`config.mk`:
```
export PLATFORM = sky130hd
export DESIGN_NAME = recipe_dosing_sequencer_unit
export DESIGN_NICKNAME = d
export VERILOG_FILES = /design/src/hw/rtl/rds_pkg.sv /design/src/hw/rtl/rds_cfg.sv /design/src/hw/rtl/rds_store.sv /design/src/hw/rtl/rds_seq.sv /design/src/hw/rtl/rds_skid.sv /design/src/hw/rtl/recipe_dosing_sequencer_unit.sv
export SDC_FILE = /design/constraint.sdc
export NUM_CORES = 1
export LEC_CHECK = 0
export BUFFER_PORTS_ARGS = -buffer_cell sky130_fd_sc_hd__clkbuf_2
export CORE_ASPECT_RATIO = 2
export CORE_MARGIN = 4
export CORE_UTILIZATION = 57
export DETAILED_ROUTE_END_ITERATION = 8
export PLACE_DENSITY = 0.75
export SETUP_SLACK_MARGIN = 0.05
export SLEW_MARGIN = 25
export SYNTH_ARGS = -nofsm -noshare
export SYNTH_HDL_FRONTEND = slang
export SYNTH_HIERARCHICAL = 1
export SYNTH_SLANG_ARGS = --single-unit
```
`constraint.sdc`:
```
create_clock -name clk -period 5.52 [get_ports clk]
set_input_delay 0.828 -clock clk [delete_from_list [all_inputs] [get_ports clk]]
set_output_delay 0.828 -clock clk [all_outputs]
set_load 0.02 [all_outputs]
```
`src/hw/rtl/rds_pkg.sv`:
```
// Shared types and constants for the recipe dosing sequencer.
// Used by every module under hw/rtl; no dependencies of its own.
`default_nettype none

package rds_pkg;

    // Store and recipe geometry
    localparam int SLOTS      = 5;
    localparam int COMPONENTS = 6;
    localparam int DOSE_BITS  = 8;
    localparam int SLOT_W     = 3;
    localparam int COMP_W     = 3;
    localparam int RATE_W     = 10;
    localparam int PRE_W      = 12;
    localparam int TICK_W     = 16;
    // A dose times a rate always fits, so the pump count needs no saturation
    localparam int PHASE_W    = DOSE_BITS + RATE_W;

    // Dosing phase codes
    localparam int             PHASE_CODE_W = 2;
    localparam logic [1:0]     PH_IDLE      = 2'd0;
    localparam logic [1:0]     PH_PRE       = 2'd1;
    localparam logic [1:0]     PH_PUMP      = 2'd2;
    localparam logic [1:0]     PH_POST      = 2'd3;

    // Configuration register indexes
    localparam int             CFG_IDX_W       = 3;
    localparam int             CFG_DATA_W      = 16;
    localparam logic [2:0]     CFG_LONG_PRESS  = 3'd0;
    localparam logic [2:0]     CFG_LIQUID_RATE = 3'd1;
    localparam logic [2:0]     CFG_GAS_RATE    = 3'd2;
    localparam logic [2:0]     CFG_PRE_PUMP    = 3'd3;
    localparam logic [2:0]     CFG_POST_DOSE   = 3'd4;
    localparam logic [2:0]     CFG_RELAY_ON    = 3'd5;
    localparam logic [2:0]     CFG_RELAY_CYCLE = 3'd6;

    // Configuration reset values
    localparam logic [TICK_W-1:0] RST_LONG_PRESS  = 16'd2000;
    localparam logic [RATE_W-1:0] RST_LIQUID_RATE = 10'd172;
    localparam logic [RATE_W-1:0] RST_GAS_RATE    = 10'd50;
    localparam logic [PRE_W-1:0]  RST_PRE_PUMP    = 12'd200;
    localparam logic [PRE_W-1:0]  RST_POST_DOSE   = 12'd500;
    localparam logic [TICK_W-1:0] RST_RELAY_ON    = 16'd500;
    localparam logic [TICK_W-1:0] RST_RELAY_CYCLE = 16'd15500;

    typedef struct packed {
        logic [COMPONENTS-1:0]                gas_mask;
        logic [COMPONENTS-1:0][DOSE_BITS-1:0] dose;
    } recipe_t;

    typedef struct packed {
        logic [TICK_W-1:0] long_press;
        logic [RATE_W-1:0] liquid_rate;
        logic [RATE_W-1:0] gas_rate;
        logic [PRE_W-1:0]  pre_pump;
        logic [PRE_W-1:0]  post_dose;
        logic [TICK_W-1:0] relay_on;
        logic [TICK_W-1:0] relay_cycle;
    } cfg_t;

    typedef struct packed {
        logic [COMPONENTS-1:0] valve_mask;
        logic                  pump_liquid;
        logic                  pump_gas;
        logic                  bypass_valve;
        logic [SLOT_W-1:0]     selected_slot;
        logic                  busy_res;
        logic [COMP_W-1:0]     active_component;
    } result_t;

endpackage

`default_nettype wire

```
`src/hw/rtl/rds_cfg.sv`:
```
// Configuration register file of the recipe dosing sequencer.
// Depends on rds_pkg for register indexes, widths and reset values.
`default_nettype none

module rds_cfg
    import rds_pkg::*;
(
    input  wire logic                  clk,
    input  wire logic                  rst_n,
    input  wire logic                  wr_en,
    input  wire logic [CFG_IDX_W-1:0]  wr_idx,
    input  wire logic [CFG_DATA_W-1:0] wr_data,
    output cfg_t                       cfg
);

    cfg_t cfg_reg;

    // Write one register per transfer; unknown indexes are dropped
    always_ff @(posedge clk or negedge rst_n)
    begin
        if (!rst_n)
        begin
            cfg_reg.long_press  <= RST_LONG_PRESS;
            cfg_reg.liquid_rate <= RST_LIQUID_RATE;
            cfg_reg.gas_rate    <= RST_GAS_RATE;
            cfg_reg.pre_pump    <= RST_PRE_PUMP;
            cfg_reg.post_dose   <= RST_POST_DOSE;
            cfg_reg.relay_on    <= RST_RELAY_ON;
            cfg_reg.relay_cycle <= RST_RELAY_CYCLE;
        end
        else if (wr_en)
        begin
            case (wr_idx)
                CFG_LONG_PRESS:  cfg_reg.long_press  <= wr_data[TICK_W-1:0];
                CFG_LIQUID_RATE: cfg_reg.liquid_rate <= wr_data[RATE_W-1:0];
                CFG_GAS_RATE:    cfg_reg.gas_rate    <= wr_data[RATE_W-1:0];
                CFG_PRE_PUMP:    cfg_reg.pre_pump    <= wr_data[PRE_W-1:0];
                CFG_POST_DOSE:   cfg_reg.post_dose   <= wr_data[PRE_W-1:0];
                CFG_RELAY_ON:    cfg_reg.relay_on    <= wr_data[TICK_W-1:0];
                CFG_RELAY_CYCLE: cfg_reg.relay_cycle <= wr_data[TICK_W-1:0];
                default:         ;
            endcase
        end
    end

    assign cfg = cfg_reg;

endmodule

`default_nettype wire

```
`src/hw/rtl/rds_store.sv`:
```
// Recipe store: a shift line of recipes, newest in slot 0, read at one slot.
// Depends on rds_pkg for recipe_t and the slot count.
`default_nettype none

module rds_store
    import rds_pkg::*;
(
    input  wire logic              clk,
    input  wire logic              rst_n,
    input  wire logic              load_en,
    input  wire recipe_t           load_recipe,
    input  wire logic [SLOT_W-1:0] rd_slot,
    output recipe_t                rd_recipe
);

    recipe_t slot_reg [SLOTS];

    // Push the new recipe in at slot 0 and drop the oldest
    always_ff @(posedge clk or negedge rst_n)
    begin
        if (!rst_n)
        begin
            for (int i = 0; i < SLOTS; i++)
            begin
                slot_reg[i] <= '0;
            end
        end
        else if (load_en)
        begin
            slot_reg[0] <= load_recipe;
            for (int i = 1; i < SLOTS; i++)
            begin
                slot_reg[i] <= slot_reg[i-1];
            end
        end
    end

    // Read the selected slot; an index past the end falls back to slot 0
    assign rd_recipe = (rd_slot < SLOT_W'(SLOTS)) ? slot_reg[rd_slot] : slot_reg[0];

endmodule

`default_nettype wire

```
`src/hw/rtl/rds_seq.sv`:
```
// Button handling, keep-alive timer and dosing phase sequencer.
// Depends on rds_pkg; reads the selected recipe from rds_store.
`default_nettype none

module rds_seq
    import rds_pkg::*;
(
    input  wire logic              clk,
    input  wire logic              rst_n,
    input  wire logic              accept,
    input  wire logic              action,
    input  wire logic              button_down,
    input  wire cfg_t              cfg,
    input  wire recipe_t           sel_recipe,
    output logic [SLOT_W-1:0]      sel_slot,
    output result_t                result
);

    logic [SLOT_W-1:0]       slot_reg, slot_next;
    logic                    held_reg, held_next;
    logic                    toggled_reg, toggled_next;
    logic [TICK_W-1:0]       hold_reg, hold_next;
    logic [TICK_W-1:0]       relay_reg, relay_next;
    logic [PHASE_CODE_W-1:0] phase_reg, phase_next;
    logic [COMP_W-1:0]       comp_reg, comp_next;
    logic [PHASE_W-1:0]      timer_reg, timer_next;
    recipe_t                 latch_reg, latch_next;
    logic                    gas_reg, gas_next;

    logic [TICK_W-1:0]       relay_inc;
    logic [TICK_W-1:0]       hold_inc;
    logic [COMP_W:0]         first_hit;
    logic [COMP_W:0]         next_hit;
    logic [RATE_W-1:0]       rate;
    logic [PHASE_W-1:0]      pump_cnt;
    logic                    busy;

    // Lowest component at or after the start index with a nonzero dose
    function automatic logic [COMP_W:0] find_comp(recipe_t r, logic [COMP_W:0] from);
        logic [COMP_W:0] hit;
        hit = (COMP_W+1)'(COMPONENTS);
        for (int c = COMPONENTS - 1; c >= 0; c--)
        begin
            if (r.dose[c] != '0 && (COMP_W+1)'(c) >= from)
            begin
                hit = (COMP_W+1)'(c);
            end
        end
        return hit;
    endfunction

    assign relay_inc = (relay_reg != '1) ? relay_reg + TICK_W'(1) : relay_reg;
    assign hold_inc  = (hold_reg != '1) ? hold_reg + TICK_W'(1) : hold_reg;
    assign first_hit = find_comp(sel_recipe, '0);
    assign next_hit  = find_comp(latch_reg, {1'b0, comp_reg} + (COMP_W+1)'(1));
    assign rate      = gas_reg ? cfg.gas_rate : cfg.liquid_rate;
    assign pump_cnt  = PHASE_W'(latch_reg.dose[comp_reg]) * PHASE_W'(rate);

    // Next state for one item
    always_comb
    begin
        slot_next    = slot_reg;
        held_next    = held_reg;
        toggled_next = toggled_reg;
        hold_next    = hold_reg;
        relay_next   = relay_reg;
        phase_next   = phase_reg;
        comp_next    = comp_reg;
        timer_next   = timer_reg;
        latch_next   = latch_reg;
        gas_next     = gas_reg;

        if (!action)
        begin
            relay_next = relay_inc;
            if (phase_reg == PH_IDLE)
            begin
                // Restart the keep-alive cycle
                if (relay_inc >= cfg.relay_cycle)
                begin
                    relay_next = '0;
                end
                // Sample the button
                if (!held_reg && button_down)
                begin
                    held_next = 1'b1;
                    hold_next = '0;
                end
                else if (held_reg && button_down)
                begin
                    hold_next = hold_inc;
                    if (hold_inc >= cfg.long_press)
                    begin
                        toggled_next = 1'b1;
                        held_next    = 1'b0;
                        slot_next    = (slot_reg == SLOT_W'(SLOTS - 1)) ?
                                       '0 : slot_reg + SLOT_W'(1);
                    end
                end
                else if (held_reg && !button_down)
                begin
                    held_next = 1'b0;
                    if (toggled_reg)
                    begin
                        toggled_next = 1'b0;
                    end
                    else
                    begin
                        latch_next = sel_recipe;
                        if (first_hit < (COMP_W+1)'(COMPONENTS))
                        begin
                            comp_next  = first_hit[COMP_W-1:0];
                            gas_next   = sel_recipe.gas_mask[first_hit[COMP_W-1:0]];
                            phase_next = PH_PRE;
                            timer_next = PHASE_W'(cfg.pre_pump);
                        end
                    end
                end
            end
            else if (timer_reg > PHASE_W'(1))
            begin
                timer_next = timer_reg - PHASE_W'(1);
            end
            else
            begin
                // Advance to the next phase
                case (phase_reg)
                    PH_PRE:
                    begin
                        phase_next = PH_PUMP;
                        timer_next = pump_cnt;
                    end
                    PH_PUMP:
                    begin
                        phase_next = PH_POST;
                        timer_next = PHASE_W'(cfg.post_dose);
                    end
                    default:
                    begin
                        if (next_hit < (COMP_W+1)'(COMPONENTS))
                        begin
                            comp_next  = next_hit[COMP_W-1:0];
                            gas_next   = latch_reg.gas_mask[next_hit[COMP_W-1:0]];
                            phase_next = PH_PRE;
                            timer_next = PHASE_W'(cfg.pre_pump);
                        end
                        else
                        begin
                            phase_next = PH_IDLE;
                            comp_next  = '0;
                            gas_next   = 1'b0;
                            timer_next = '0;
                        end
                    end
                endcase
            end
        end
    end

    // Drive outputs from the state after this item
    assign busy = (phase_next != PH_IDLE);

    always_comb
    begin
        result.valve_mask       = '0;
        result.pump_liquid      = 1'b0;
        result.pump_gas         = 1'b0;
        result.bypass_valve     = relay_next < cfg.relay_on;
        result.selected_slot    = slot_next;
        result.busy_res         = busy;
        result.active_component = '0;
        if (busy)
        begin
            result.bypass_valve     = gas_next;
            result.active_component = comp_next + COMP_W'(1);
            if (phase_next != PH_POST)
            begin
                result.valve_mask = COMPONENTS'(1) << comp_next;
            end
            if (phase_next == PH_PUMP)
            begin
                result.pump_gas    = gas_next;
                result.pump_liquid = !gas_next;
            end
        end
    end

    // Commit state on each accepted item
    always_ff @(posedge clk or negedge rst_n)
    begin
        if (!rst_n)
        begin
            slot_reg    <= '0;
            held_reg    <= 1'b0;
            toggled_reg <= 1'b0;
            hold_reg    <= '0;
            relay_reg   <= '0;
            phase_reg   <= PH_IDLE;
            comp_reg    <= '0;
            timer_reg   <= '0;
            latch_reg   <= '0;
            gas_reg     <= 1'b0;
        end
        else if (accept)
        begin
            slot_reg    <= slot_next;
            held_reg    <= held_next;
            toggled_reg <= toggled_next;
            hold_reg    <= hold_next;
            relay_reg   <= relay_next;
            phase_reg   <= phase_next;
            comp_reg    <= comp_next;
            timer_reg   <= timer_next;
            latch_reg   <= latch_next;
            gas_reg     <= gas_next;
        end
    end

    assign sel_slot = slot_reg;

endmodule

`default_nettype wire

```
`src/hw/rtl/rds_skid.sv`:
```
// Two-entry result buffer: output register plus skid stage.
// Depends on rds_pkg for result_t.
`default_nettype none

module rds_skid
    import rds_pkg::*;
(
    input  wire logic  clk,
    input  wire logic  rst_n,
    input  wire logic  push,
    input  wire result_t push_data,
    output logic       push_ready,
    output logic       out_valid,
    input  wire logic  out_ready,
    output result_t    out_data
);

    result_t out_reg;
    result_t skid_reg;
    logic    out_valid_reg;
    logic    skid_valid_reg;
    logic    pop;

    assign pop = out_valid_reg && out_ready;

    // Control: hold a result until its transfer, refill from the skid stage
    always_ff @(posedge clk or negedge rst_n)
    begin
        if (!rst_n)
        begin
            out_valid_reg  <= 1'b0;
            skid_valid_reg <= 1'b0;
        end
        else if (skid_valid_reg)
        begin
            if (pop)
            begin
                skid_valid_reg <= 1'b0;
            end
        end
        else if (push)
        begin
            if (out_valid_reg && !pop)
            begin
                skid_valid_reg <= 1'b1;
            end
            else
            begin
                out_valid_reg <= 1'b1;
            end
        end
        else if (pop)
        begin
            out_valid_reg <= 1'b0;
        end
    end

    // Payload
    always_ff @(posedge clk)
    begin
        if (skid_valid_reg)
        begin
            if (pop)
            begin
                out_reg <= skid_reg;
            end
        end
        else if (push)
        begin
            if (out_valid_reg && !pop)
            begin
                skid_reg <= push_data;
            end
            else
            begin
                out_reg <= push_data;
            end
        end
    end

    assign push_ready = !skid_valid_reg;
    assign out_valid  = out_valid_reg;
    assign out_data   = out_reg;

endmodule

`default_nettype wire

```
`src/hw/rtl/recipe_dosing_sequencer_unit.sv`:
```
// Recipe dosing sequencer: pump, valve and keep-alive relay control.
// Top level; depends on rds_pkg, rds_cfg, rds_store, rds_seq and rds_skid.
//
// Input channel (in_valid/in_ready): action 0 is a tick carrying a button
// sample, action 1 loads a recipe (six doses and a gas mask) into slot 0 of
// a five-slot store. Every item yields exactly one result on the output
// channel (out_valid/out_ready) with the drives after that item.
// Config channel (cfg_valid/cfg_ready): one register per transfer, index in
// cfg_index, value in cfg_data; always ready. Write only while idle.
// Output: each result is registered, in the skid stage while one waits.
// Throughput: one item per cycle while in_ready is high; all state updates
// in one pass of logic between the state registers and the result register.
// Stall: a two-entry output buffer keeps the input ready while one result
// waits; in_ready drops only when both entries are full.
// Reset: store cleared, slot 0 selected, idle, registers at defaults; no
// clearing pass.
`default_nettype none

module recipe_dosing_sequencer_unit
    import rds_pkg::*;
(
    input  wire logic                  clk,
    input  wire logic                  rst_n,
    input  wire logic                  in_valid,
    output logic                       in_ready,
    input  wire logic                  action,
    input  wire logic                  button_down,
    input  wire logic [DOSE_BITS-1:0]  dose_one,
    input  wire logic [DOSE_BITS-1:0]  dose_two,
    input  wire logic [DOSE_BITS-1:0]  dose_three,
    input  wire logic [DOSE_BITS-1:0]  dose_four,
    input  wire logic [DOSE_BITS-1:0]  dose_five,
    input  wire logic [DOSE_BITS-1:0]  dose_six,
    input  wire logic [COMPONENTS-1:0] gas_mask,
    output logic                       out_valid,
    input  wire logic                  out_ready,
    output logic [COMPONENTS-1:0]      valve_mask,
    output logic                       pump_liquid,
    output logic                       pump_gas,
    output logic                       bypass_valve,
    output logic [SLOT_W-1:0]          selected_slot,
    output logic                       busy_res,
    output logic [COMP_W-1:0]          active_component,
    input  wire logic                  cfg_valid,
    output logic                       cfg_ready,
    input  wire logic [CFG_IDX_W-1:0]  cfg_index,
    input  wire logic [CFG_DATA_W-1:0] cfg_data
);

    cfg_t              cfg;
    recipe_t           load_recipe;
    recipe_t           sel_recipe;
    logic [SLOT_W-1:0] sel_slot;
    result_t           result;
    result_t           out_data;
    logic              accept;

    assign cfg_ready = 1'b1;
    assign accept    = in_valid && in_ready;

    // Assemble the recipe being loaded
    always_comb
    begin
        load_recipe.gas_mask = gas_mask;
        load_recipe.dose[0]  = dose_one;
        load_recipe.dose[1]  = dose_two;
        load_recipe.dose[2]  = dose_three;
        load_recipe.dose[3]  = dose_four;
        load_recipe.dose[4]  = dose_five;
        load_recipe.dose[5]  = dose_six;
    end

    rds_cfg u_cfg (
        .clk     (clk),
        .rst_n   (rst_n),
        .wr_en   (cfg_valid && cfg_ready),
        .wr_idx  (cfg_index),
        .wr_data (cfg_data),
        .cfg     (cfg)
    );

    rds_store u_store (
        .clk         (clk),
        .rst_n       (rst_n),
        .load_en     (accept && action),
        .load_recipe (load_recipe),
        .rd_slot     (sel_slot),
        .rd_recipe   (sel_recipe)
    );

    rds_seq u_seq (
        .clk         (clk),
        .rst_n       (rst_n),
        .accept      (accept),
        .action      (action),
        .button_down (button_down),
        .cfg         (cfg),
        .sel_recipe  (sel_recipe),
        .sel_slot    (sel_slot),
        .result      (result)
    );

    rds_skid u_skid (
        .clk        (clk),
        .rst_n      (rst_n),
        .push       (accept),
        .push_data  (result),
        .push_ready (in_ready),
        .out_valid  (out_valid),
        .out_ready  (out_ready),
        .out_data   (out_data)
    );

    // Unpack the result onto the output ports
    assign valve_mask       = out_data.valve_mask;
    assign pump_liquid      = out_data.pump_liquid;
    assign pump_gas         = out_data.pump_gas;
    assign bypass_valve     = out_data.bypass_valve;
    assign selected_slot    = out_data.selected_slot;
    assign busy_res         = out_data.busy_res;
    assign active_component = out_data.active_component;

endmodule

`default_nettype wire
```
; After elaboration in Yosys (flattened, before gate mapping)
; Cells that the tools add are included.
[word_totals]
in_bits = 80
elab_cells = 278
out_inout_bits = 19
reg_bits = 511
[classes]
eq_ne = 23
n_lt_le_gt_ge = 17
n_bitwise = 6
multipliers = 1
n_shift = 1
add_sub_neg = 6
n_mux = 96
reduce_logical = 54
[op_table]
columns = op, count
row1 = $mux W16, 11
row2 = $bmux W54 S3, 1
row3 = $mux W54, 3
row4 = $mux W18, 7
row5 = $reduce_bool A8 Y1, 12
row6 = $mux W3, 17
row7 = $mux W4, 10
row8 = $pmux W18 S2, 1
row9 = $add A16 B1 Y16 const B, 2
row10 = $ge A16 B16 Y1, 2
row11 = $ne A16 B16 Y1 const B, 2
row12 = $mux W1, 26
row13 = $bmux W8 S3, 1
row14 = $mux W2, 11
row15 = $gt A18 B1 Y1 const B, 1
row16 = $mul A8 B10 Y18, 1
row17 = $ne A2 B2 Y1 const B, 9
row18 = $sub A18 B1 Y18 const B, 1
row19 = $lt A16 B16 Y1, 1
row20 = $reduce_and A2 Y1, 7
row21 = $reduce_and A7 Y1, 2
row22 = $logic_and A1 B1 Y1, 13
row23 = $eq A3 B3 Y1 const B, 4
row24 = $lt A3 B4 Y1 const B, 3
row25 = 34 further kinds, 56

; Logic depth before layout (Yosys ltp)
; Gate-level depths: netlist of run 1.
[depth]
word_depth = 27
ltp_mapped = 27
mapped_depth_nobuf = 27

; Hierarchy
; Netlist of run 1, hierarchy kept.
[by_module_without_submodules]
columns = mod, seq_area_each_um2, instances, area_each_um2, cells_per_inst
row1 = rds_store, 6756.5, 1, 12938.7, 883
row2 = rds_seq, 2877.8, 1, 11523.6, 1287
row3 = rds_cfg, 2346.0, 1, 3530.9, 199
row4 = rds_skid, 1011.0, 1, 1272.5, 61
row5 = recipe_dosing_sequencer_unit, 0.0, 1, 23.8, 4

; Worst setup path before layout of run 1
; No wires, ideal clock.
[synth_path]
path_kind = reg-to-reg
from = register u_seq.comp_reg[1]
to = register u_seq.timer_reg[17]
setup_time_ns = 0.128
arrival_time_ns = 5.792
required_time_ns = 5.392
stages_incl_launch_ff = 21
n_path_buf = 1
path_slack_ns = -0.400
period_less_slack_ns = 5.920
cell_sequence = dfrtp_1 -> buf_1 -> mux4_2 -> a22oi_1 -> or2_2 -> fa_1 -> fa_1 -> inv_1 -> fa_1 -> inv_1 -> fa_1 -> inv_1 -> ha_1 -> o21ai_0 -> o21bai_1 -> a31oi_1 -> o21ai_0 -> o41a_1 -> a31oi_1 -> xnor2_1 -> o21ai_0
[synth_via]
elab_chain_cells = 6
[synth_rtl]
columns = element, line_no
row1 = "start, declared", rds_seq.sv:25  ; logic [COMP_W-1:0] comp_reg, comp_next;
row2 = "start signal, assigned", rds_seq.sv:212  ; comp_reg <= comp_next;
row3 = $bmux W8 S3, rds_seq.sv:57  ; assign pump_cnt = PHASE_W'(latch_reg.dose[comp_reg]) * PHASE_W'(rate);
row4 = $mux W8 (implied by the code), rds_seq.sv:57
row5 = $mul A8 B10 Y18, rds_seq.sv:57
row6 = $pmux W18 S2, rds_seq.sv:127  ; case (phase_reg)
row7 = $mux W18, rds_seq.sv:120  ; else if (timer_reg > PHASE_W'(1))
row8 = $mux W18, rds_seq.sv:76  ; if (phase_reg == PH_IDLE)
row9 = "end signal, assigned", rds_seq.sv:213  ; timer_reg <= timer_next;
row10 = "end, declared", rds_seq.sv:26  ; logic [PHASE_W-1:0] timer_reg, timer_next;
; No other way between the ends. The select of a mux whose other input is x is not followed.
; A chain may end at the register's enable or synchronous reset.

; Worst setup path after layout of run 1
; Ends and elaborated chain as after synthesis.

==> metrics, run 1 <==
status=finished, final reports clean; # setup viols final=0; Port Buf Inserts=97; CTS Buffer Depth=3; most frequent cell after synthesis=mux2_2; total CTS buffers=45; Die W=168 um; Register Area=13000 um^2; CP endpoint kind=flip-flop; RePlAce Congestion=roughly 0.97; cells after synthesis=2434; Yosys warning total=6; Setup CP Type=reg -> reg; peak supply drop=345 uV; max FFs per register=270; H-tree depth=2; Multi-input gate area=15300 um^2; fin. max-slew vios=0; Crit path required time=5.98 ns; dpl ws=-0.0147 ns; Hold-fix buffers, CTS=0; Final Critical Period=between 5 and 6 ns; Nets=2792; Tot Pwr=13.1 mW; critical path fanouts, max=5; Critical Path AT=5.76 ns; GR Overflow Total=0; Die ar.=55300 um^2; DRC viols=0; post-synth net total=2663; worst skew pair latency=0.58 ns; initial core utilization=57.5%; placed insts=3153; synthesized cell area=29300 um^2; Final Instance Area=32600 um^2; Post-synth top flop=dfrtp_1; Worst slew margin=35.4%; max-cap violation count=0; Worst-Margin Slew=0.969 ns; Avg Cell Area, Syn=12.0 um^2; clk sink count=511; largest cells by area after synthesis=dfrtp_1 (38%), mux2_2 (17%), mux2i_1 (4.7%); Worst Hold Margin=0.256 ns; commonest cells in the netlist=mux2_2 (448), dfrtp_1 (444), nor2_1 (138), mux2i_1 (137), inv_1 (134); asr flop ratio synth=between 90% and 100%; initial DRC count=1100; share of layout cells above drive strength 1=36.1%; largest area contributor in the netlist=dfrtp_1; post-route ant nets=0; power density cells=roughly 400 nW/um^2; HP Class=in -> async; I/O pins=99; number of iterations in the first detailed-routing pass=6; Post-synth EDFFs=32; final hold violation count=0; Fillers=3966; clk slew on worst S/H paths=0.07 ns; largest net degree at the start of global routing=between 150 and 200; Finished Layout Cells=approximately 3200; TritonCTS clock tree=built; antenna violations before repair=0; Max Clk Rate=189 MHz; RSZ-0062 raised after global routing=yes; FP Rows=117; global-route wire length before repair=115 mm; Final Skew=0.0290 ns; GRT Overall Usage=approximately a quarter; CP Launch Type=flip-flop; DP HPWL=52.1 mm; LEAKAGE=approximately 15 nW; vias in the first global route=around 21000; sequential area share after synthesis=between 40% and 50%; wire per inst=22.3 um; flop-to-flop setup slack=0.23 ns; Yosys reg bits=511; Tcrit/Tclk final=95.9%; Total Wirelength=approximately 73 mm; Yosys cell types=102; cells on worst reg2reg path=20; Area growth, synth to finish=11.5%; Vias/cell=about 6; Synth top area share=a little under two fifths; root buf cell=clkbuf_16; Vias=20100; Core ar.=50900 um^2; ANT cells=0; height of the die=approximately 330 um; area post-placement=30700 um^2; min setup slack post-route=0.228 ns
-- repair_timing --
item | in CTS | in global routing
endpoints found under the hold margin | 0 | 0
pin swaps | 7 | 34
gates resized for setup | 10 | 51
setup endpoints to repair | 5 | 11
buffers inserted | 5 | 12
-- routing by layer --
metal,vias up,GRT usage (%),share of wire [%]
li1,9106,-,-
met1,10200,27.5,36
met2,497,49.4,55
met3,225,2.85,3.2
met4,0,14.2,6.3
met5,-,0,0
-- critical path, stage by stage, from the launching register on --
cell	delay, ns
dfrtp_2	0.36
buf_6	0.13
mux4_2	0.51
a22oi_2	0.25
buf_6	0.15
buf_4	0.09
nor2_1	0.04
fa_1	0.47
fa_1	0.52
fa_1	0.54
inv_1	0.06
fa_1	0.52
inv_1	0.04
ha_1	0.29
and3_1	0.18
a21oi_1	0.13
o21ai_1	0.11
o41a_1	0.35
a31oi_1	0.18
xnor2_1	0.14
o21ai_0	0.09
-- cell type report --
class | instances | share of cell area, %
Timing Repair Buffer | 213 | 4.59
Inverter | 136 | 1.56
Sequential cell | 511 | 39.8
Tap cell | 654 | 2.51
Multi-Input combinational cell | 1656 | 46.8
Clock buffer | 64 | 4.00
Clock inverter | 15 | 0.675
-- layout by cell type, fill, tap and decap left out, types with 21 or more instances in the layout --
| master | n |
|---|---|
| mux2_2 | 447 |
| dfrtp_1 | 437 |
| mux2i_1 | 137 |
| inv_1 | 133 |
| nor2_1 | 132 |
| buf_4 | 100 |
| clkbuf_2 | 96 |
| ha_1 | 96 |
| nand2_1 | 85 |
| a211oi_1 | 56 |
| a221oi_2 | 55 |
| o21ai_0 | 55 |
| nor2b_1 | 52 |
| a21oi_1 | 51 |
| clkbuf_16 | 47 |
| fa_1 | 44 |
| dfstp_2 | 35 |
| nand3_1 | 35 |
| edfxtp_1 | 32 |
| xnor2_1 | 22 |
| a21o_1 | 21 |
-- cell families after synthesis --
| kind of cell | share of synthesized area, % |
|---|---|
| and+or+nand+nor | 9.15 |
| AOI/OAI and AO/OA | 10.8 |
| buffers and inverters | 4.44 |
| other | 0.0128 |
| muxes | 22.4 |
| adders and majority gates | 7.60 |
| xor gates and xnor gates | 1.20 |
| DFF | 44.4 |
-- where the power goes --
part	leakage [nW]	internal [mW]	switching, mW
clock	0.747	1.88	1.41
sequential	6.16	5.12	1.01
combinational	7.73	1.98	1.69
-- worst paths after layout --
check / startpoint / end
max: u_seq/comp_reg[1]$_DFFE_PN0P_ / u_seq/timer_reg[17]$_DFFE_PN0P_
min: rst_n / u_seq/relay_reg[11]$_DFFE_PN0P_
max reg2reg: u_seq/comp_reg[1]$_DFFE_PN0P_ / u_seq/timer_reg[17]$_DFFE_PN0P_
max in group asynchronous: rst_n / u_seq/latch_reg[35]$_DFFE_PN0P_
min reg2reg: u_store/slot_reg[41]$_DFFE_PN0P_ / u_store/slot_reg[41]$_DFFE_PN0P_
min in group clk: dose_two[6] / u_store/slot_reg[230]$_DFFE_PN0P_
-- through the flow --
step	utilization, %	setup TNS, ns
final	64.1	0
after global routing	64.1	-0.0121
after CTS	63.5	0
after detailed placement	60.3	-0.0147
after global placement	60.3	0
after floorplan	-	0
(Power assumes the default switching activity.)
==> run 2, diff against run 1 <==
--- a/config.mk
+++ b/config.mk
@@ -10,6 +10,7 @@
 export CORE_MARGIN = 4
 export CORE_UTILIZATION = 57
 export DETAILED_ROUTE_END_ITERATION = 8
+export GPL_TIMING_DRIVEN = 0
 export PLACE_DENSITY = 0.75
 export SETUP_SLACK_MARGIN = 0.05
 export SLEW_MARGIN = 25
==> run 2 against run 1 <==
Combinational power grew 5.7%; maximum frequency shrank 6.1%; first-iteration DRC count grew 29%; the flow now finishes with violations (setup timing); sequential power is essentially flat; largest power group unchanged; hold slack lost 0.081 ns; critical path type unchanged.
==> metrics, run 2 (synthesis results as in run 1) <==
status=complete, but fails checks (was finished, final reports clean); violated checks=setup timing; RSZ-0062 raised after global routing=yes (unchanged); Area growth, synth to finish=15.6% (was 11.5%); Die W=168 um (unchanged); Setup TNS=-0.154 ns (was 0 ns); Finished Layout Cells=3354 (was 3249); critical path fanouts, max=6 (was 5); GRT Overall Usage=29.6% (was 26.0%); HP Class=in -> async (unchanged); max-cap violation count=0 (unchanged); CP Launch Type=flip-flop (unchanged); antenna violations before repair=0 (unchanged); Vias/cell=6.31 (was 6.18); vias in the first global route=23100 (was 21400); clk sink count=511 (unchanged); worst skew pair latency=0.59 ns (was 0.58 ns); FP Rows=117 (unchanged); most frequent cell on the critical path=fa_1 (unchanged); Vias=21200 (was 20100); power density cells=391 nW/um^2 (was 401 nW/um^2); Hold-fix buffers, CTS=0 (unchanged); CP endpoint kind=flip-flop (unchanged); Register Area=13000 um^2 (about the same); RePlAce Congestion=0.953 (was 0.968); slowest CP cell=mux4_2 (was fa_1); Fillers=3858 (was 3966); global-route wire length before repair=128 mm (was 115 mm); total CTS buffers=46 (was 45); final hold violation count=0 (unchanged); peak supply drop=388 uV (was 345 uV); initial DRC count=1417 (was 1100); GR Overflow Total=0 (unchanged); LEAKAGE=15.2 nW (was 14.6 nW); wire per inst=24.7 um (was 22.3 um); ANT cells=0 (unchanged); Tcrit/Tclk final=102% (was 95.9%); height of the die=329 um (unchanged); fin. max-slew vios=0 (unchanged); largest net degree at the start of global routing=86 (was 166); TritonCTS clock tree=built (unchanged); Total Wirelength=82.7 mm (was 72.5 mm); most frequent cells in the layout=mux2_2 (446), dfrtp_1 (437), nor2_1 (125), inv_1 (124), mux2i_1 (123) (was mux2_2 (447), dfrtp_1 (437), mux2i_1 (137), inv_1 (133), nor2_1 (132)); Multi-input gate area=15800 um^2 (was 15300 um^2); placed insts=3192 (was 3153); share of layout cells above drive strength 1=39.6% (was 36.1%); Critical Path AT=6.09 ns (was 5.76 ns); cell chain of the critical path=buf_8 > mux4_2 > a22oi_2 > buf_6 > buf_6 > buf_4 > nor2_1 > fa_1 > fa_1 > fa_1 > inv_1 > fa_1 > inv_2 > ha_4 > a21o_1 > a31oi_4 > o21ai_2 > o41a_1 > a31oi_1 > xnor2_1 > o21ai_1 (was buf_6 > mux4_2 > a22oi_2 > buf_6 > buf_4 > nor2_1 > fa_1 > fa_1 > fa_1 > inv_1 > fa_1 > inv_1 > ha_1 > and3_1 > a21oi_1 > o21ai_1 > o41a_1 > a31oi_1 > xnor2_1 > o21ai_0); Worst-Margin Slew=1.12 ns (was 0.969 ns); max FFs per register=270 (unchanged); Worst Hold Margin=0.175 ns (was 0.256 ns); Worst slew margin=25.1% (was 35.4%); commonest non-fill, non-tap cell in the layout=mux2_2 (unchanged); Die ar.=55300 um^2 (unchanged); Core ar.=50900 um^2 (unchanged); CTS Buffer Depth=3 (unchanged); Final Critical Period=5.64 ns (was 5.29 ns); I/O pins=99 (unchanged); Max Clk Rate=177 MHz (was 189 MHz); # setup viols final=2 (was 0); DP HPWL=60.5 mm (was 52.1 mm); slowest stage delay, CP=0.54 ns (about the same); min setup slack post-route=-0.116 ns (was 0.228 ns); clk slew on worst S/H paths=0.07 ns (about the same); number of iterations in the first detailed-routing pass=5 (was 6); DRC viols=0 (unchanged); post-route ant nets=0 (unchanged); Tot Pwr=13.3 mW (was 13.1 mW); root buf cell=clkbuf_16 (unchanged); Nets=2896 (was 2792); Port Buf Inserts=96 (was 97); Setup CP Type=reg -> reg (unchanged); Final Util=66.5% (was 64.1%); Crit path required time=5.97 ns (was 5.98 ns); H-tree depth=2 (unchanged); Final Skew=0.0257 ns (was 0.0290 ns); initial core utilization=57.5% (unchanged)
[run 2: changes by cell type in the layout (fill, tap and decap cells not counted), sizes merged]
cell    before  now
bufbuf       0    1
clkbuf     159  199
inv        136  138
bufinv       5    2
buf        118  183
[run 2: layout make-up]
| type | count | share of cell area, % |
|---|---|---|
| clock inverter | 14 | 0.443 |
| sequential | 511 | 38.4 |
| tap | 654 | 2.42 |
| clock buffer | 67 | 3.99 |
| timing repair buffer | 187 | 4.22 |
| inverter | 136 | 1.51 |
| buffer | 129 | 2.51 |
| multi-input combinational | 1656 | 46.5 |
[run 2: where the power goes]
part / internal [mW] / switching, mW / total, mW
Combinational: 2.02 / 1.86 / 3.88
Clock: 1.80 / 1.45 / 3.25
Sequential: 5.12 / 1.01 / 6.13
Total: 8.94 / 4.31 / 13.3
[run 2: stage by stage]
step / cell area, um^2 / worst slack [ns]
finish: 33900 / -0.116
global route: 33900 / -0.235
CTS: 33400 / 0.0397
detailed placement: 30800 / -1.07
global placement: 30600 / -7.80
floorplan: 29300 / 0.0520
[run 2: worst max-delay path: cells and delay by family (launching register included)]
| family | cells | cell delay (ns) |
|---|---|---|
| mux | 1 | 0.54 |
| xor+xnor | 1 | 0.20 |
| buf+inv | 6 | 0.63 |
| fa+ha+maj | 5 | 2.22 |
| compound gates | 7 | 1.44 |
| simple gates | 1 | 0.05 |
| flops | 1 | 0.41 |
[run 2: path summary, 6_finish.rpt]
path / from / to / slack, ns / depth (start not counted)
max in group asynchronous: rst_n / u_store/slot_reg[28]$_DFFE_PN0P_ / 3.84 / 4
min: rst_n / u_cfg/cfg[27]$_DFFE_PN0P_ / 0.18 / 1
min reg2reg: u_store/slot_reg[12]$_DFFE_PN0P_ / u_store/slot_reg[12]$_DFFE_PN0P_ / 0.51 / 1
min in group clk: dose_two[7] / u_store/slot_reg[231]$_DFFE_PN0P_ / 0.47 / 2
max reg2reg: u_seq/comp_reg[1]$_DFFE_PN0P_ / u_seq/timer_reg[17]$_DFFE_PN0P_ / -0.12 / 21
max: u_seq/comp_reg[1]$_DFFE_PN0P_ / u_seq/timer_reg[17]$_DFFE_PN0P_ / -0.12 / 21
[run 2: timing repair]
action	in CTS	in global routing
gates cloned	1	0
endpoints found under the setup margin	15	16
buffers inserted	59	26
resized for setup	111	87
pin swaps	72	59
[run 2: per-layer routing]
layer | global-route usage, % | share of wire [%]
met1 | 29.5 | 33
met2 | 55.4 | 54
met3 | 3.07 | 3.8
met5 | 0 | 0
met4 | 22.4 | 9.4
==> run 3, diff against run 2 <==
--- a/config.mk
+++ b/config.mk
@@ -9,6 +9,7 @@
 export CORE_ASPECT_RATIO = 2
 export CORE_MARGIN = 4
 export CORE_UTILIZATION = 57
+export CTS_BUF_LIST = sky130_fd_sc_hd__clkbuf_4 sky130_fd_sc_hd__clkbuf_8 sky130_fd_sc_hd__clkbuf_16
 export DETAILED_ROUTE_END_ITERATION = 8
 export GPL_TIMING_DRIVEN = 0
 export PLACE_DENSITY = 0.75
==> run 3 against run 2 <==
Largest power group unchanged; cell area rose by 0.14%; the flow still finishes with violations (setup timing); worst setup slack lost 0.070 ns; highest routed layer unchanged; core utilization rose by 0.096 points; critical path type unchanged; sequential share of layout area fell by 0.055 points; global-route usage hardly changed; register-to-register slack got worse by 0.07 ns; via count up 0.31%; flip-flop and latch count unchanged; clock skew hardly changed; sequential power about the same; wire length up 0.39%.
==> metrics, run 3 (synthesis results as in run 1) <==
status=complete, but fails checks (unchanged); violated checks=setup timing (unchanged); max-cap violation count=0 (unchanged); initial core utilization=57.5% (unchanged); global-route wire length before repair=128 mm (about the same); wire per inst=24.7 um (about the same); power density cells=392 nW/um^2 (was 391 nW/um^2); total CTS buffers=46 (unchanged); peak supply drop=387 uV (was 388 uV); FF-to-FF End=u_seq/timer_reg[17]$_DFFE_PN0P_ (unchanged); CP endpoint kind=flip-flop (unchanged); fin. max-slew vios=0 (unchanged); root buf cell=clkbuf_16 (unchanged); Vias=21200 (about the same); largest net degree at the start of global routing=86 (unchanged); critical path fanouts, max=6 (unchanged); Tcrit/Tclk final=103% (was 102%); Critical Path Source=u_seq/comp_reg[0]$_DFFE_PN0P_ (was u_seq/comp_reg[1]$_DFFE_PN0P_); cell chain of the critical path=buf_8 > buf_6 > buf_12 > mux4_2 > a22oi_2 > buf_12 > buf_8 > nor2_4 > fa_2 > fa_1 > fa_1 > inv_2 > fa_2 > inv_2 > ha_4 > a21o_1 > a31oi_4 > o21ai_2 > o41a_1 > a31oi_1 > xnor2_1 > o21ai_1 (was buf_8 > mux4_2 > a22oi_2 > buf_6 > buf_6 > buf_4 > nor2_1 > fa_1 > fa_1 > fa_1 > inv_1 > fa_1 > inv_2 > ha_4 > a21o_1 > a31oi_4 > o21ai_2 > o41a_1 > a31oi_1 > xnor2_1 > o21ai_1); GRT Overall Usage=29.6% (about the same); Fillers=3846 (was 3858); antenna violations before repair=0 (unchanged); Buffers & Inverters on Critical Path=7 (was 6); area post-placement=30800 um^2 (unchanged); Setup TNS=-0.311 ns (was -0.154 ns); clk sink count=511 (unchanged); slowest stage delay, CP=0.59 ns (was 0.54 ns); Crit path required time=5.97 ns (about the same); I/O pins=99 (unchanged); Final Critical Period=5.71 ns (was 5.64 ns); Worst Hold Margin=0.171 ns (was 0.175 ns); CTS Buffer Depth=3 (unchanged); # setup viols final=4 (was 2); initial DRC count=1514 (was 1417); commonest non-fill, non-tap cell in the layout=mux2_2 (unchanged); CP Launch Type=flip-flop (unchanged); Max Clk Rate=175 MHz (was 177 MHz); slowest CP cell=fa_2 (was mux4_2); Hold-fix buffers, CTS=0 (unchanged); final hold violation count=0 (unchanged); RR Startpoint=u_seq/comp_reg[0]$_DFFE_PN0P_ (was u_seq/comp_reg[1]$_DFFE_PN0P_); share of layout cells above drive strength 1=40.0% (was 39.6%); most frequent cells in the layout=mux2_2 (446), dfrtp_1 (437), nor2_1 (125), inv_1 (124), mux2i_1 (123) (unchanged); FP Rows=117 (unchanged); HP Class=in -> async (unchanged); Core ar.=50900 um^2 (unchanged); TritonCTS clock tree=built (unchanged); Setup CP Type=reg -> reg (unchanged); Worst slew margin=26.5% (was 25.1%); Critical Path AT=6.16 ns (was 6.09 ns); RePlAce Congestion=0.953 (unchanged); critical path's top delay family=adder cells (unchanged); worst skew pair latency=0.59 ns (about the same); Port Buf Inserts=96 (unchanged); Multi-input gate area=15800 um^2 (about the same); clk slew on worst S/H paths=0.07 ns (about the same); Die ar.=55300 um^2 (unchanged); Worst-Margin Slew=1.10 ns (was 1.12 ns); DP HPWL=60.5 mm (unchanged); Final Instance Area=33900 um^2 (about the same); Final Skew=0.0259 ns (was 0.0257 ns); Nets=2896 (unchanged); Final Util=66.6% (was 66.5%); H-tree depth=2 (unchanged); vias in the first global route=23100 (about the same); number of iterations in the first detailed-routing pass=6 (was 5); max FFs per register=270 (unchanged); Vias/cell=6.33 (was 6.31); RSZ-0062 raised after global routing=yes (unchanged); DRC viols=0 (unchanged); dpl ws=-1.07 ns (unchanged); ANT cells=0 (unchanged); Die W=168 um (unchanged); LEAKAGE=15.2 nW (about the same); GR Overflow Total=0 (unchanged); cells on worst reg2reg path=22 (was 21); height of the die=329 um (unchanged); min setup slack post-route=-0.186 ns (was -0.116 ns); Area growth, synth to finish=15.8% (was 15.6%); Total Wirelength=83.0 mm (was 82.7 mm); post-route ant nets=0 (unchanged); flop-to-flop setup slack=-0.19 ns (was -0.12 ns); Register Area=13000 um^2 (unchanged)
[run 3: cell types whose count changed in the layout (fill, tap and decap cells not counted)]
cell	delta
or2_4	-1
or2_2	+1
buf_2	+1
nand3_4	+1
clkbuf_4	+10
buf_12	+1
clkbuf_1	-10
buf_6	-1
nand3_2	-1
buf_4	-1
[run 3: metal layers]
layer  GRT usage [%]  up-vias  share of wire, %
met5               0        -                 0
met3            3.08      341               3.8
met1            29.5    10800                33
met4            22.2        0               9.2
li1                -     9331                 -
met2            55.5      769                54
[run 3: worst max-delay path by stage]
stage,end,slack [ns],depth (start not counted)
after floorplan,u_skid/out_data[7]$_DFFE_PP_,0.05,26
after global placement,u_seq/comp_reg[1]$_DFFE_PN0P_,-7.80,1
after detailed placement,u_seq/timer_reg[17]$_DFFE_PN0P_,-1.07,19
after CTS,u_seq/timer_reg[11]$_DFFE_PN0P_,0.04,21
after global routing,u_seq/timer_reg[17]$_DFFE_PN0P_,-0.29,21
final,u_seq/timer_reg[17]$_DFFE_PN0P_,-0.19,22
[run 3: final cells by class]
cell class	count	share of cell area [%]
buffer	129	2.50
clock buffer	67	4.09
clock inverter	14	0.443
inverter	136	1.51
multi-input combinational	1656	46.5
sequential	511	38.3
tap	654	2.41
timing repair buffer	187	4.23
[run 3: report_power, final]
| part | internal [mW] | total, mW | switching (mW) |
|---|---|---|---|
| clock network | 1.85 | 3.30 | 1.45 |
| logic | 2.02 | 3.88 | 1.86 |
| registers | 5.12 | 6.13 | 1.01 |
[run 3: timing repair]
item,CTS,global route
pin swaps,72,52
endpoints found under the setup margin,15,16
endpoints found under the hold margin,0,0
buffers inserted,59,24
cloned,1,0
gates resized for setup,111,86
[run 3: worst reg2reg max path, cell delays in order, from the launching register on]
cell and delay (ns):
dfrtp_2 0.43, buf_8 0.14, buf_6 0.11, buf_12 0.12, mux4_2 0.31, a22oi_2 0.26, buf_12 0.17, buf_8 0.13
nor2_4 0.04, fa_2 0.59, fa_1 0.46, fa_1 0.52, inv_2 0.05, fa_2 0.56, inv_2 0.05, ha_4 0.17
a21o_1 0.20, a31oi_4 0.18, o21ai_2 0.09, o41a_1 0.45, a31oi_1 0.22, xnor2_1 0.20, o21ai_1 0.09
[run 3: metrics by stage]
step / power [mW] / instances
final: 13.3 / 3354
after global routing: 14.0 / 3354
after CTS: 13.3 / 3332
after detailed placement: 9.88 / 3192
after global placement: 9.60 / 3184
after floorplan: 8.60 / 2434
